==> config.mk <==
export PLATFORM = sky130hd
export DESIGN_NAME = json_topic_message_escaper
export DESIGN_NICKNAME = d
export VERILOG_FILES = /design/src/rtl/jtme_pkg.sv /design/src/rtl/json_topic_message_escaper.sv /design/src/rtl/jtme_front.sv /design/src/rtl/jtme_queue.sv /design/src/rtl/jtme_back.sv
export SDC_FILE = /design/constraint.sdc
export NUM_CORES = 1
export LEC_CHECK = 0
export BUFFER_PORTS_ARGS = -buffer_cell sky130_fd_sc_hd__buf_2
export CAP_MARGIN = 10
export CORE_MARGIN = 8
export CORE_UTILIZATION = 50
export CTS_BUF_LIST = sky130_fd_sc_hd__clkbuf_16
export CTS_CLUSTER_SIZE = 30
export DETAILED_ROUTE_END_ITERATION = 6
export HOLD_SLACK_MARGIN = 0.06
export MAX_ROUTING_LAYER = met4
export PLACE_DENSITY = 0.66
export SKIP_LAST_GASP = 1
export SYNTH_ARGS = -nofsm -noshare
export SYNTH_HDL_FRONTEND = slang
export SYNTH_HIERARCHICAL = 1
export SYNTH_SLANG_ARGS = --single-unit
==> constraint.sdc <==
create_clock -name i_clk -period 6.6 [get_ports i_clk]
set_clock_uncertainty 0.05 [all_clocks]
set_input_delay 0.66 -clock i_clk [delete_from_list [all_inputs] [get_ports i_clk]]
set_output_delay 0.66 -clock i_clk [all_outputs]
set_load 0.05 [all_outputs]
==> src/rtl/jtme_pkg.sv <==
// ============================================================================
// jtme_pkg
// Shared types for the JSON topic/message escaper: the byte class and the
// command word that the front end hands to the back end through the queue.
// ============================================================================
package jtme_pkg;

    // How the single data byte of an input word is rendered.
    typedef enum logic [1:0] {
        K_NONE  = 2'd0,  // no data byte
        K_PLAIN = 2'd1,  // byte goes out as it is
        K_ESC2  = 2'd2,  // backslash followed by the byte held in data
        K_ESC6  = 2'd3   // backslash u 0 0 and two hex digits of data
    } t_kind;

    // One command: the framing texts and the byte that one input word causes.
    typedef struct packed {
        logic       head;   // opening text before everything else
        logic       mpre;   // middle text before the byte (implicit topic close)
        t_kind      kind;   // rendering of the data byte
        logic [7:0] data;   // raw byte, or the escape letter for K_ESC2
        logic       mpost;  // middle text after the byte (topic close)
        logic       tail;   // closing text after the byte (message close)
    } t_cmd;

endpackage

==> src/rtl/json_topic_message_escaper.sv <==
// ============================================================================
// json_topic_message_escaper
// Frames a topic and a content section as { "TOPIC" : "<topic>",
// "CONTENT" : <content> }, escaping the topic as a JSON string.
// ============================================================================
// Usage:
// The input channel (i_valid / o_ready) takes one word per cycle: a byte, its
// section, a has-byte flag and a section-end flag. The output channel
// (o_valid / i_ready) delivers the framed text one byte per word, flagging
// the last byte caused by each input word and the closing brace.
// The front end classifies each input word into a command and the back end
// expands it; a queue of QUEUE_DEPTH commands sits between them, so input
// keeps flowing while the output register holds a byte the receiver has not
// taken.
// Each accepted word reaches the output via the queue and the output register.
// Throughput is one output byte per cycle, set by the back-end sequencer and
// its single output register: a word that maps to one byte gives one byte,
// an escape gives two or six, and the framing texts add 13, 15 or 2 bytes.
// When the receiver stalls, the output byte holds and the queue fills; once
// it is full o_ready drops until the back end pops a command.
// Reset clears the framing state (no message open), the queue and the
// output valid flag; it is synchronous.
// ============================================================================
module json_topic_message_escaper #(
    parameter int QUEUE_DEPTH = 4
) (
    input  logic       i_clk,
    input  logic       i_rst_n,
    input  logic       i_valid,
    output logic       o_ready,
    input  logic [7:0] i_data_byte,
    input  logic       i_section,
    input  logic       i_has_byte,
    input  logic       i_section_end,
    output logic       o_valid,
    input  logic       i_ready,
    output logic [7:0] o_out_byte,
    output logic       o_last_of_run,
    output logic       o_end_of_message
);
    import jtme_pkg::*;

    logic w_room;
    logic w_push;
    logic w_pop;
    logic w_q_valid;
    t_cmd w_push_cmd;
    t_cmd w_head_cmd;

    // Front end: tracks whether a message is open and whether the topic has
    // been closed, and turns each word into a command. Words that cause no
    // output (an empty item inside an open message) are dropped here.
    jtme_front u_front (
        .i_clk         (i_clk),
        .i_rst_n       (i_rst_n),
        .i_valid       (i_valid),
        .i_room        (w_room),
        .i_data_byte   (i_data_byte),
        .i_section     (i_section),
        .i_has_byte    (i_has_byte),
        .i_section_end (i_section_end),
        .o_push        (w_push),
        .o_cmd         (w_push_cmd)
    );

    // Decoupling queue; the input is ready whenever it has a free slot.
    jtme_queue #(
        .DEPTH (QUEUE_DEPTH)
    ) u_queue (
        .i_clk   (i_clk),
        .i_rst_n (i_rst_n),
        .i_push  (w_push),
        .i_cmd   (w_push_cmd),
        .i_pop   (w_pop),
        .o_room  (w_room),
        .o_valid (w_q_valid),
        .o_cmd   (w_head_cmd)
    );

    // Back end: walks the head command phase by phase and pops it with its
    // last byte; the next command starts in the following cycle if the receiver is ready.
    jtme_back u_back (
        .i_clk            (i_clk),
        .i_rst_n          (i_rst_n),
        .i_q_valid        (w_q_valid),
        .i_q_cmd          (w_head_cmd),
        .o_pop            (w_pop),
        .o_valid          (o_valid),
        .i_ready          (i_ready),
        .o_out_byte       (o_out_byte),
        .o_last_of_run    (o_last_of_run),
        .o_end_of_message (o_end_of_message)
    );

    assign o_ready = w_room;

    // The closing brace always ends the run of its input word.
    a_eom_last: assert property (@(posedge i_clk) disable iff (!i_rst_n)
        (o_valid && o_end_of_message) |-> o_last_of_run)
        else $error("end of message without last of run");

    // The end-of-message byte is the closing brace.
    a_eom_brace: assert property (@(posedge i_clk) disable iff (!i_rst_n)
        (o_valid && o_end_of_message) |-> (o_out_byte == 8'h7D))
        else $error("end of message on a byte other than the brace");

    // A command is pushed only into a queue with room.
    a_push_room: assert property (@(posedge i_clk) disable iff (!i_rst_n)
        w_push |-> w_room)
        else $error("push into a full queue");

    // Pops only happen while the queue holds a command.
    a_pop_valid: assert property (@(posedge i_clk) disable iff (!i_rst_n)
        w_pop |-> w_q_valid)
        else $error("pop from an empty queue");

    // Reset leaves no output word pending.
    a_reset_idle: assert property (@(posedge i_clk)
        !i_rst_n |=> !o_valid)
        else $error("output valid right after reset");

endmodule

==> src/rtl/jtme_front.sv <==
// ============================================================================
// jtme_front
// Accepts input words, tracks the message framing state and classifies each
// word into one command for the queue.
// ============================================================================
module jtme_front (
    input  logic            i_clk,
    input  logic            i_rst_n,
    input  logic            i_valid,
    input  logic            i_room,
    input  logic [7:0]      i_data_byte,
    input  logic            i_section,
    input  logic            i_has_byte,
    input  logic            i_section_end,
    output logic            o_push,
    output jtme_pkg::t_cmd  o_cmd
);
    import jtme_pkg::*;

    logic r_open;
    logic r_in_content;
    logic n_open;
    logic n_in_content;
    logic w_content;
    logic w_accept;
    logic w_empty;
    t_cmd w_cmd;

    // Escape class of a topic byte; the data field carries the escape letter
    // for two-byte escapes and the byte itself otherwise.
    function automatic t_cmd fn_escape(input logic [7:0] c);
        t_cmd r;
        r       = '0;
        r.kind  = K_ESC2;
        r.data  = c;
        unique case (c)
            8'h22:   r.data = 8'h22;
            8'h5C:   r.data = 8'h5C;
            8'h08:   r.data = 8'h62;
            8'h0C:   r.data = 8'h66;
            8'h0A:   r.data = 8'h6E;
            8'h0D:   r.data = 8'h72;
            8'h09:   r.data = 8'h74;
            default: r.kind = (c < 8'h20) ? K_ESC6 : K_PLAIN;
        endcase
        return r;
    endfunction

    assign w_content = i_section | r_in_content;
    assign w_accept  = i_valid & i_room;

    always_comb begin
        w_cmd      = '0;
        w_cmd.data = i_data_byte;
        if (!w_content) begin
            if (i_has_byte) begin
                w_cmd = fn_escape(i_data_byte);
            end
            w_cmd.mpost = i_section_end;
        end else begin
            w_cmd.mpre = ~r_in_content;
            w_cmd.kind = i_has_byte ? K_PLAIN : K_NONE;
            w_cmd.tail = i_section_end;
        end
        w_cmd.head = ~r_open;
    end

    assign w_empty = ~w_cmd.head & ~w_cmd.mpre & ~w_cmd.mpost & ~w_cmd.tail
                   & (w_cmd.kind == K_NONE);

    assign n_open       = ~(w_content & i_section_end);
    assign n_in_content = w_content ? ~i_section_end : i_section_end;

    always_ff @(posedge i_clk) begin
        if (!i_rst_n) begin
            r_open       <= 1'b0;
            r_in_content <= 1'b0;
        end else if (w_accept) begin
            r_open       <= n_open;
            r_in_content <= n_in_content;
        end
    end

    assign o_push = w_accept & ~w_empty;
    assign o_cmd  = w_cmd;

endmodule

==> src/rtl/jtme_queue.sv <==
// ============================================================================
// jtme_queue
// Short command queue between the front end and the back end.
// ============================================================================
module jtme_queue #(
    parameter int DEPTH = 4
) (
    input  logic            i_clk,
    input  logic            i_rst_n,
    input  logic            i_push,
    input  jtme_pkg::t_cmd  i_cmd,
    input  logic            i_pop,
    output logic            o_room,
    output logic            o_valid,
    output jtme_pkg::t_cmd  o_cmd
);
    import jtme_pkg::*;

    localparam int PW = $clog2(DEPTH);
    localparam int CW = $clog2(DEPTH + 1);
    localparam logic [PW-1:0] LAST_PTR = PW'(DEPTH - 1);
    localparam logic [CW-1:0] FULL_CNT = CW'(DEPTH);

    t_cmd          r_mem [DEPTH];
    logic [PW-1:0] r_wr_ptr;
    logic [PW-1:0] r_rd_ptr;
    logic [CW-1:0] r_cnt;
    logic          w_push;
    logic          w_pop;

    assign o_room  = (r_cnt != FULL_CNT);
    assign o_valid = (r_cnt != '0);
    assign o_cmd   = r_mem[r_rd_ptr];
    assign w_push  = i_push & o_room;
    assign w_pop   = i_pop & o_valid;

    always_ff @(posedge i_clk) begin
        if (w_push) begin
            r_mem[r_wr_ptr] <= i_cmd;
        end
    end

    always_ff @(posedge i_clk) begin
        if (!i_rst_n) begin
            r_wr_ptr <= '0;
            r_rd_ptr <= '0;
            r_cnt    <= '0;
        end else begin
            if (w_push) begin
                r_wr_ptr <= (r_wr_ptr == LAST_PTR) ? '0 : r_wr_ptr + 1'b1;
            end
            if (w_pop) begin
                r_rd_ptr <= (r_rd_ptr == LAST_PTR) ? '0 : r_rd_ptr + 1'b1;
            end
            if (w_push && !w_pop) begin
                r_cnt <= r_cnt + 1'b1;
            end else if (w_pop && !w_push) begin
                r_cnt <= r_cnt - 1'b1;
            end
        end
    end

endmodule

==> src/rtl/jtme_back.sv <==
// ============================================================================
// jtme_back
// Expands the command at the head of the queue into output bytes, one per
// cycle while the receiver is ready, and holds them in the output register.
// ============================================================================
module jtme_back (
    input  logic            i_clk,
    input  logic            i_rst_n,
    input  logic            i_q_valid,
    input  jtme_pkg::t_cmd  i_q_cmd,
    output logic            o_pop,
    output logic            o_valid,
    input  logic            i_ready,
    output logic [7:0]      o_out_byte,
    output logic            o_last_of_run,
    output logic            o_end_of_message
);
    import jtme_pkg::*;

    typedef enum logic [2:0] {
        PH_HEAD  = 3'd0,
        PH_MPRE  = 3'd1,
        PH_BYTE  = 3'd2,
        PH_MPOST = 3'd3,
        PH_TAIL  = 3'd4,
        PH_DONE  = 3'd5
    } t_phase;

    localparam logic [7:0] HEAD_TXT [13] = '{
        8'h7B, 8'h20, 8'h22, 8'h54, 8'h4F, 8'h50, 8'h49,
        8'h43, 8'h22, 8'h20, 8'h3A, 8'h20, 8'h22
    };
    localparam logic [7:0] MID_TXT [15] = '{
        8'h22, 8'h2C, 8'h20, 8'h22, 8'h43, 8'h4F, 8'h4E, 8'h54,
        8'h45, 8'h4E, 8'h54, 8'h22, 8'h20, 8'h3A, 8'h20
    };

    t_phase     r_phase;
    logic [3:0] r_idx;
    logic       r_started;
    logic       r_valid;
    logic [7:0] r_byte;
    logic       r_last;
    logic       r_eom;

    logic [4:0] w_present;
    t_phase     w_phase;
    t_phase     w_next;
    logic [3:0] w_idx;
    logic [3:0] w_last_idx;
    logic       w_phase_last;
    logic       w_item_last;
    logic       w_fire;
    logic [7:0] w_byte;

    // Next phase present in the command after phase p.
    function automatic t_phase fn_after(input logic [4:0] pres, input t_phase p);
        t_phase r;
        r = PH_DONE;
        priority if (p < PH_MPRE && pres[1]) begin
            r = PH_MPRE;
        end else if (p < PH_BYTE && pres[2]) begin
            r = PH_BYTE;
        end else if (p < PH_MPOST && pres[3]) begin
            r = PH_MPOST;
        end else if (p < PH_TAIL && pres[4]) begin
            r = PH_TAIL;
        end else begin
            r = PH_DONE;
        end
        return r;
    endfunction

    function automatic logic [7:0] fn_hex(input logic [3:0] n);
        return (n < 4'd10) ? (8'h30 + {4'd0, n}) : (8'h57 + {4'd0, n});
    endfunction

    assign w_present = {i_q_cmd.tail, i_q_cmd.mpost, (i_q_cmd.kind != K_NONE),
                        i_q_cmd.mpre, i_q_cmd.head};

    // A fresh command starts at its first present phase without a bubble.
    assign w_phase = r_started ? r_phase
                   : (w_present[0] ? PH_HEAD : fn_after(w_present, PH_HEAD));
    assign w_idx   = r_started ? r_idx : 4'd0;
    assign w_next  = fn_after(w_present, w_phase);

    always_comb begin
        unique case (w_phase)
            PH_HEAD:           w_last_idx = 4'd12;
            PH_MPRE, PH_MPOST: w_last_idx = 4'd14;
            PH_TAIL:           w_last_idx = 4'd1;
            PH_BYTE: begin
                unique case (i_q_cmd.kind)
                    K_ESC2:  w_last_idx = 4'd1;
                    K_ESC6:  w_last_idx = 4'd5;
                    default: w_last_idx = 4'd0;
                endcase
            end
            default:           w_last_idx = 4'd0;
        endcase
    end

    always_comb begin
        unique case (w_phase)
            PH_HEAD:           w_byte = HEAD_TXT[w_idx];
            PH_MPRE, PH_MPOST: w_byte = MID_TXT[w_idx];
            PH_TAIL:           w_byte = w_idx[0] ? 8'h7D : 8'h20;
            PH_BYTE: begin
                unique case (i_q_cmd.kind)
                    K_ESC2: w_byte = (w_idx == 4'd0) ? 8'h5C : i_q_cmd.data;
                    K_ESC6: begin
                        unique case (w_idx)
                            4'd0:    w_byte = 8'h5C;
                            4'd1:    w_byte = 8'h75;
                            4'd2:    w_byte = 8'h30;
                            4'd3:    w_byte = 8'h30;
                            4'd4:    w_byte = fn_hex(i_q_cmd.data[7:4]);
                            default: w_byte = fn_hex(i_q_cmd.data[3:0]);
                        endcase
                    end
                    default: w_byte = i_q_cmd.data;
                endcase
            end
            default:           w_byte = i_q_cmd.data;
        endcase
    end

    assign w_phase_last = (w_idx == w_last_idx);
    assign w_item_last  = w_phase_last & (w_next == PH_DONE);
    assign w_fire       = i_q_valid & (~r_valid | i_ready);

    always_ff @(posedge i_clk) begin
        if (!i_rst_n) begin
            r_phase   <= PH_HEAD;
            r_idx     <= 4'd0;
            r_started <= 1'b0;
            r_valid   <= 1'b0;
        end else begin
            if (w_fire) begin
                r_valid <= 1'b1;
                r_byte  <= w_byte;
                r_last  <= w_item_last;
                r_eom   <= (w_phase == PH_TAIL) & w_idx[0];
                if (w_item_last) begin
                    r_started <= 1'b0;
                end else if (w_phase_last) begin
                    r_phase   <= w_next;
                    r_idx     <= 4'd0;
                    r_started <= 1'b1;
                end else begin
                    r_phase   <= w_phase;
                    r_idx     <= w_idx + 4'd1;
                    r_started <= 1'b1;
                end
            end else if (i_ready) begin
                r_valid <= 1'b0;
            end
        end
    end

    assign o_pop            = w_fire & w_item_last;
    assign o_valid          = r_valid;
    assign o_out_byte       = r_byte;
    assign o_last_of_run    = r_last;
    assign o_end_of_message = r_eom;

endmodule
==> results.py <==
metrics = {
    "placed_design": {
        "portBuffers": 26,
        "place_congestion": 0.892,
        "dpl.hpwl_um": 8020,
        "dp_cells": 596,
    },
    "yosys": {
        "async_reset_ff_share_pct": 0,
        "syn_nets": 485,
        "synth_seq_area_share_pct": 47.2,
        "synth-main-ff-cell": "edfxtp_1",
        "synth-seq-cells": 86,
        "synthCells": 452,
        "synth_top_area_share_pct": 39.3,
        "synth_most_common_cell": "edfxtp_1",
        "syn_avg_cell_area_um2": 11.2,
        "synth_edf_count": 66,
        "yosysWarnings": 6,
        "yosys.area.top_type": "edfxtp_1",
        "synth_commonest_cells": "edfxtp_1, nand2_1, a21oi_1",
        "synth.top_cells.by_area": "edfxtp_1, dfxtp_1, mux4_2",
        "yosysUniqueCellTypes": 80,
        "synth_area_um2": 5050,
    },
    "worst_setup_path": {
        "required_ns": 6.82,
        "r2r_slack_ns": 1.63,
        "cp-start-kind": "flop",
        "r2r_end": "u_queue/r_cnt[2]",
        "rr_worst_depth": 15,
        "critPathMaxFanout": 14,
        "path_class": "reg -> reg",
        "worstPathArrival_ns": 5.19,
        "cp-end-kind": "flop",
    },
    "worst_hold_path": {
        "min_to": "u_queue/r_wr_ptr[1]",
        "holdCritStartpoint": "u_queue/r_wr_ptr[1]",
        "hold_class": "reg -> reg",
        "whs_path_depth": 2,
    },
    "die": {
        "coreArea_um2": 9770,
        "die_w_um": 116,
        "io-pin-count": 27,
        "die-area_um2": 13600,
        "die_y_um": 116,
        "rows": 36,
        "start_util_pct": 51.6,
    },
    "global_route": {
        "grt_pass1_vias": 3560,
        "overflow": 0,
        "grt_max_degree": 32,
        "track_usage_pct": 17.6,
        "grt_pass1_wl_um": 17900,
        "antenna_found_initial": 0,
    },
    "sta": {
        "drv_slew": 0,
        "final.period_utilization_pct": 75.3,
        "rsz0062_at_grt": "false",
        "relSlewSlack_pct": 37.4,
        "tns_ns": 0,
        "tightest_slew_ns": 0.936,
        "max_freq_mhz": 201,
        "setup_viol": 0,
        "finalHoldViolCount": 0,
        "min_period_ns": 4.97,
    },
    "clock_network": {
        "cts_setup_buffers": 0,
        "clk_pin_slew_ns": 0.06,
        "cts_buffer_depth": 2,
        "h-tree-depth": 3,
        "post_cts_resized": 0,
        "cts-root-buf": "clkbuf_16",
        "cts_sinks": 86,
        "clkLatencyLatePin_ns": 0.33,
        "cts_hold_buf": 0,
        "cts_made_buffers": 9,
        "cts_tree": "done",
    },
    "final_layout": {
        "fin_cells": 612,
        "drive_gt1_share_pct": 18.8,
        "final_util_pct": 56.9,
        "layout.nets": 507,
        "antenna_cells": 0,
        "syn_to_final_growth_pct": 10.2,
    },
    "route": {
        "num_vias": 3644,
        "ant_nets": 0,
        "via_per_inst": 5.95,
        "wirelength_um": 10800,
        "drc": 0,
        "drtIter0Drc": 204,
        "dr.pass1.iters": 5,
        "post_drt_wl_per_cell_um": 17.7,
    },
    "run": {
        "drv_cap": 0,
    },
    "power_and_ir_drop": {
        "powerDensity_nw_per_um2": 404,
        "peakVddDrop_v": 0.000231,
        "power_leakage_nw": 1.95,
    },
    "run_status": {
        "status": "finished, final reports clean",
    },
}
cells in the final DEF (no fill, tap or decap), drive strengths merged, types with 7 or more instances in the layout:
cell type / n
and2: 9
nand2: 40
inv: 26
or3: 7
dfxtp: 20
nor2: 26
clkbuf: 9
nor3: 10
mux4: 14
nand2b: 12
a21oi: 37
nand3: 14
buf: 27
o21ai: 40
edfxtp: 66
ha: 17
nor2b: 8
per-layer routing:
layer | up-vias | track usage (%) | part of all wire (%)
met5 | - | - | 0
met4 | 0 | 6.05 | 2.1
met3 | 16 | 3.77 | 3.0
met2 | 70 | 28.7 | 48
met1 | 1774 | 21.2 | 47
li1 | 1784 | - | -
critical path, stage by stage (launching register included):
cell	delay [ns]
dfxtp_1	0.93
mux4_2	0.70
or3_4	0.45
a22o_1	0.30
a211oi_2	0.28
a221oi_4	0.09
and2_4	0.20
and3_1	0.21
and2_1	0.15
o31ai_1	0.14
ha_1	0.28
inv_1	0.06
fa_1	0.37
xor2_1	0.15
or3_2	0.40
a21boi_1	0.14
worst max path at each step:
stage          from          endpoint  slack [ns]  cells after the start
6_report       flop  u_queue/r_cnt[2]        1.63                     15
3_3_place_gp   flop  u_queue/r_cnt[2]        1.72                     15
3_5_place_dp   flop  u_queue/r_cnt[2]        1.52                     15
4_1_cts        flop  u_queue/r_cnt[2]        1.52                     15
2_1_floorplan  flop  u_queue/r_cnt[2]        2.19                     18
5_1_grt        flop  u_queue/r_cnt[2]        1.20                     15
per-stage QoR:
stage	setup slack (ns)	hold WS [ns]	power (mW)	cell area, um^2
finish	1.63	0.464	2.25	5560
global route	1.20	0.479	2.37	5560
CTS	1.52	0.462	2.26	5560
detailed placement	1.52	0.445	1.71	5240
global placement	1.72	0.435	1.71	5240
floorplan	2.19	0.418	1.52	5050
where the power goes:
part	internal, mW	switching (mW)	total (mW)
Sequential	0.718	0.0531	0.771
Combinational	0.325	0.611	0.936
Clock	0.333	0.206	0.540
Total	1.38	0.871	2.25
cells by family after synthesis:
| group | share of synthesized area (%) |
|---|---|
| compound gates | 18.7 |
| flops | 47.2 |
| simple gates | 17.1 |
| xor+xnor | 1.04 |
| fa+ha+maj | 4.61 |
| mux | 7.44 |
| buf+inv | 3.89 |
final cells by class:
class / instances / area, um^2
Clock inverter: 7 / 96.3
Multi-Input combinational cell: 327 / 2470
Inverter: 23 / 86.3
Fill cell: 847 / 4210
Timing Repair Buffer: 27 / 138
Clock buffer: 9 / 225
Sequential cell: 86 / 2380
Tap cell: 133 / 166
flip-flops by register name, summed over array words and instances, names as in the netlist, named ones only:
register / count
u_queue/r_mem: 56
u_back/o_out_byte: 8
u_back/r_idx: 4
u_back/r_phase: 3
u_queue/r_cnt: 3
u_queue/r_rd_ptr: 2
u_queue/r_wr_ptr: 2
u_back/o_end_of_message: 1
u_back/o_last_of_run: 1
u_back/o_valid: 1
u_back/r_started: 1
u_front/r_in_content: 1
u_front/r_open: 1
No activity file was read; power rests on OpenSTA's default activity.
